### config.mk
export PLATFORM = sky130hd
export DESIGN_NAME = enit_front
export DESIGN_NICKNAME = d
export VERILOG_FILES = /design/src/hdl/enit_pkg.sv /design/src/hdl/enit_front.sv
export SDC_FILE = /design/constraint.sdc
export NUM_CORES = 1
export LEC_CHECK = 0
export ABC_AREA = 1
export BUFFER_PORTS_ARGS = -buffer_cell sky130_fd_sc_hd__buf_4
export CAP_MARGIN = 40
export CORE_ASPECT_RATIO = 1.1
export CORE_MARGIN = 10
export CORE_UTILIZATION = 45
export CTS_BUF_LIST = sky130_fd_sc_hd__clkbuf_4 sky130_fd_sc_hd__clkbuf_8 sky130_fd_sc_hd__clkbuf_16
export DETAILED_ROUTE_END_ITERATION = 10
export PLACE_DENSITY = 0.81
export RECOVER_POWER = 25
export SLEW_MARGIN = 20
export SYNTH_ARGS = -nofsm -noshare
export SYNTH_HDL_FRONTEND = slang
export SYNTH_SLANG_ARGS = --single-unit
### constraint.sdc
create_clock -name clock -period 17.1 [get_ports clock]
set_input_delay 5.13 -clock clock [delete_from_list [all_inputs] [get_ports clock]]
set_output_delay 5.13 -clock clock [all_outputs]
set_load 0.01 [all_outputs]
### src/hdl/enit_pkg.sv
// enit_pkg: shared types and constants for the expression node interning table.
// No dependencies.
`default_nettype none
package enit_pkg;
   localparam logic [63:0] FNV_BASIS = 64'hcbf29ce484222325;
   localparam logic [63:0] FNV_PRIME = 64'h00000100000001b3;
   localparam logic [1:0] ST_OK = 2'd0;
   localparam logic [1:0] ST_FULL = 2'd1;
   localparam logic [1:0] ST_BADOP = 2'd2;
   localparam logic [2:0] KIND_CONST = 3'd0;
   localparam logic [2:0] KIND_VAR = 3'd1;
   localparam logic [2:0] KIND_BINARY = 3'd2;
   localparam logic [2:0] KIND_UNARY = 3'd3;
   localparam logic [2:0] KIND_MEMBER = 3'd5;
   localparam logic [2:0] KIND_ARROW = 3'd6;

   typedef struct packed {
      logic [2:0]  kind;
      logic [7:0]  op;
      logic        share;
      logic [2:0]  cnt;
      logic [3:0]  nlen;
      logic [3:0][9:0] ids;
      logic [63:0] cbits;
      logic [63:0] name;
   } item_type;

   // 64-bit multiply by the FNV prime: prime = 2^40 + 0x1b3, so shift plus narrow product.
   function automatic logic [63:0] fnv_byte(input logic [63:0] h, input logic [7:0] b);
      logic [63:0] x;
      x = h ^ {56'd0, b};
      return (x << 40) + (x * 64'h1b3);
   endfunction

   function automatic logic dbl_nan(input logic [63:0] b);
      return (b[62:52] == 11'h7ff) && (b[51:0] != 52'd0);
   endfunction
endpackage
`default_nettype wire

### src/hdl/enit_front.sv
// enit_front: input beat capture, field saturation and name masking, two-entry queue.
// Depends on enit_pkg.
`default_nettype none
module enit_front #(
   parameter int MAX_OPERANDS = 4,
   parameter int MAX_NAME_CHARS = 8
) (
   input  wire logic clock,
   input  wire logic reset,
   input  wire logic in_valid,
   output logic in_ready,
   input  wire enit_pkg::item_type in_item,
   output logic q_valid,
   input  wire logic q_ready,
   output enit_pkg::item_type q_item
);
   localparam logic [2:0] LIM = 3'((MAX_OPERANDS < 4) ? MAX_OPERANDS : 4);
   localparam logic [3:0] NMAX = 4'(MAX_NAME_CHARS);
   enit_pkg::item_type slot_ff [2];
   logic [1:0] cnt_ff;
   logic       rd_ff, wr_ff;
   enit_pkg::item_type cl;
   logic push, pop;

   always_comb begin
      cl = in_item;
      if (in_item.cnt > LIM) cl.cnt = LIM;
      if (in_item.nlen > NMAX) cl.nlen = NMAX;
      for (int i = 0; i < 8; i++)
         if (4'(i) >= cl.nlen) cl.name[i*8 +: 8] = 8'd0;
   end

   assign in_ready = (cnt_ff != 2'd2);
   assign push = in_valid && in_ready;
   assign q_valid = (cnt_ff != 2'd0);
   assign pop = q_valid && q_ready;
   assign q_item = slot_ff[rd_ff];

   always_ff @(posedge clock) begin
      if (push) slot_ff[wr_ff] <= cl;
      if (reset) begin
         cnt_ff <= 2'd0; rd_ff <= 1'b0; wr_ff <= 1'b0;
      end else begin
         if (push) wr_ff <= ~wr_ff;
         if (pop) rd_ff <= ~rd_ff;
         cnt_ff <= cnt_ff + 2'(push) - 2'(pop);
      end
   end
endmodule
`default_nettype wire

==> summary.md <==
| Metric | Value |
|---|---|
| P_leak | `around 7.7 nW` |
| Post-route minimum period | `between 8 and 9 ns` |
| Final hold slack | `0.5143 ns` |
| Final core utilization | `between 50% and 60%` |
| Worst Tran Pin Value | `1.110 ns` |
| DR pass1 iterations | `5` |
| Pwr dens | `between 100 and 150 nW/um^2` |
| Skew final | `approximately 0.015 ns` |
| Largest net degree at the start of global routing | `~190` |
| RSZ-0062 raised after global routing | `false` |
| Post-DP Area | `around 18000 sq um` |
| Average cell area after synthesis | `about 19 sq um` |
| Final setup vio count | `0` |
| Die Area | `40710 sq um` |
| Area contributors post-synth | `edfxtp_1 (76%), mux2_4 (13%), mux2_2 (4.3%)` |
| CTS Root Cell | `clkbuf_16` |
| Hold endpoint | `rd_ff` |
| Violation count after the first detailed-routing iteration | `421` |
| Hold_sp | `rd_ff` |
| GRT Total Usage | `around 16%` |
| Core ar. | `between 30000 and 40000 sq um` |
| CTS tree | `built` |
| Yosys cell types | `18` |
| Final antenna-violating net count | `0` |
| R2R Path Start | `cnt_ff[0]` |
| Longest Clk Path Bufs | `3` |
| Worst Setup Slack, final | `about 8.6 ns` |
| DRC | `0` |
| Max_slew headroom | `25.98%` |
| Post-synth EDFFs | `between 300 and 400` |
| Min-Delay Path Class | `reg -> reg` |
| Crit path max fanout | `53` |
| Global route overflow | `0` |
| Ys async rst share | `0%` |
| Clock latency on the worst-skew pair | `0.52 ns` |
| Top cells by count, synth | `edfxtp_1 (374), mux2_4 (130), inv_1 (79)` |
| Share of layout cells above drive strength 1 | `49.75%` |
| PortBufs | `379` |
| Initial core utilization | `45.79%` |
| Netlist Area Pre-Place | `between 10000 and 15000 sq um` |
| Max-cap check violation count | `0` |
| Tcrit/Tclk final | `approximately half` |
| Initial antenna violation count | `2` |
| Post-synthesis cell count | `roughly 770` |
| Synth area leader | `edfxtp_1` |
| Post-CTS setup buffers | `0` |
| Vias in the first global route | `between 8000 and 9000` |
| Critical Path Source Type | `flop` |
| GPL Wtd Cong | `0.7891` |
| YS warnings | `0` |
| Fillers | `around 2400` |
| Final instance area | `approximately 19000 sq um` |
| Crit path DAT | `3.38 ns` |
| Worst Setup End Kind | `primary output` |
| Peak Freq | `0.1175 GHz` |
| Setup_tns | `0 ns` |
| Via count | `7913` |
| Worst Setup Path Type | `reg -> out` |
| Register area share after synthesis | `76.24%` |
| FF+latch count, synth | `379` |
| PostCTS Resize Cnt | `0` |
| Detail Placement HPWL | `24380 um` |
| Status | `finished, final reports clean` |
| Peak VDD IR | `210.4 uV` |
| Worst Hold Path Cells | `2` |
| Total wire length | `about 34000 um` |
| Mean routed wirelength per cell | `about 21 um` |
| Clock buffer count from CTS | `37` |
| # hold bufs at CTS | `0` |
| Required @ worst endpoint | `roughly 12 ns` |
| Die Width | `approximately 190 um` |
| FF-to-FF End | `slot_ff[1][110]` |
| Rows | `69` |
| R2r setup slk | `between 10 and 15 ns` |
| Vias per cell | `approximately 4.9` |
| Global-route wire length before repair | `around 50000 um` |
| Die Ht | `210.6 um` |
| Syn-to-layout area delta | `29.50%` |
| Num ports | `between 300 and 400` |
| Clock transition at path regs | `about 0.060 ns` |
| Post-synth net total | `between 900 and 1000` |
| Count leader, synth | `edfxtp_1` |
| Worst slack, placed | `slightly above 9 ns` |
| Post-synth top area share | `between 70% and 80%` |
| Max Slew Vio Count | `0` |
| Worst Reg-to-Reg Cells | `6` |
| Final hold vios | `0` |
| H-Tree Depth | `2` |
| Final net count | `between 1000 and 1500` |
| Clk sink count | `roughly 380` |
| Post-synth top flop | `edfxtp_1` |
[how the worst max path moves through the flow]
| stage | to | slack, ns | depth (start not counted) |
|---|---|---|---|
| 3_5_place_dp | q_item[182] | 9.11 | 4 |
| 2_1_floorplan | slot_ff[0][0] | 3.41 | 2 |
| 3_3_place_gp | q_item[182] | 9.17 | 4 |
| 6_report | q_item[182] | 8.59 | 4 |
| 4_1_cts | q_item[182] | 8.54 | 4 |
| 5_1_grt | q_item[182] | 8.44 | 4 |
[kinds of logic after synthesis]
family	count (synthesis)	share of synthesized area, %
buffers and inverters	105	3.502
flip-flops	379	76.24
AND/OR/NAND/NOR	94	2.450
multiplexers	187	17.45
adder cells (fa/ha/maj)	2	0.1683
AO/OA/AOI/OAI	5	0.1936
[worst max-delay path: stages (launching register included)]
cell	delay, ns
dfxtp_4	0.68
buf_4	0.73
buf_4	0.75
mux2_2	0.41
buf_4	0.14
[where the power goes]
group | switching [mW] | leakage (nW) | internal [mW]
registers | 0.0453 | 3.56 | 1.18
logic | 0.360 | 3.57 | 0.401
clock network | 0.325 | 0.599 | 0.481
total | 0.730 | 7.72 | 2.07
[routing by layer]
| metal | global-route usage, % | vias to the layer above | part of all wire (%) |
|---|---|---|---|
| met5 | 0 | - | 0.038 |
| met4 | 4.254 | 2 | 1.8 |
| met3 | 5.270 | 38 | 8.6 |
| met2 | 27.51 | 358 | 51 |
| met1 | 18.44 | 3868 | 39 |
| li1 | - | 3647 | - |
[metrics by stage]
stage,std cells,total power [mW]
2_1_floorplan,772,1.714
3_3_place_gp,1558,2.003
3_5_place_dp,1562,2.028
4_1_cts,1628,2.840
5_1_grt,1629,2.914
6_report,1630,2.797
[cells in the final DEF, fill, tap and decap left out, types with 3 or more instances in the layout]
cell type	n
inv_1	78
buf_4	267
edfxtp_1	374
clkbuf_1	38
mux2_2	57
clkbuf_16	39
bufinv_16	4
a21oi_1	3
dfxtp_1	4
nor2_1	53
clkinv_2	4
nand3_1	3
clkinv_1	12
mux2_4	130
nand2_1	34
clkbuf_4	81
[area by class of cell]
type,instances,area (sq um),area share (%)
diodes,2,5.005,0.02600
multi-input cells,288,3019,15.69
well taps,426,533.0,2.769
repair buffers,388,2828,14.69
flip-flops and latches,379,11330,58.89
clock buffers,43,1006,5.227
clock inverters,23,210.2,1.092
inverters,81,311.5,1.619
[registers in the layout, summed over array words and instances (netlist names), named ones only]
signal	flops
slot_ff	374
cnt_ff	2
rd_ff	1
wr_ff	1
(Power assumes the default switching activity.)
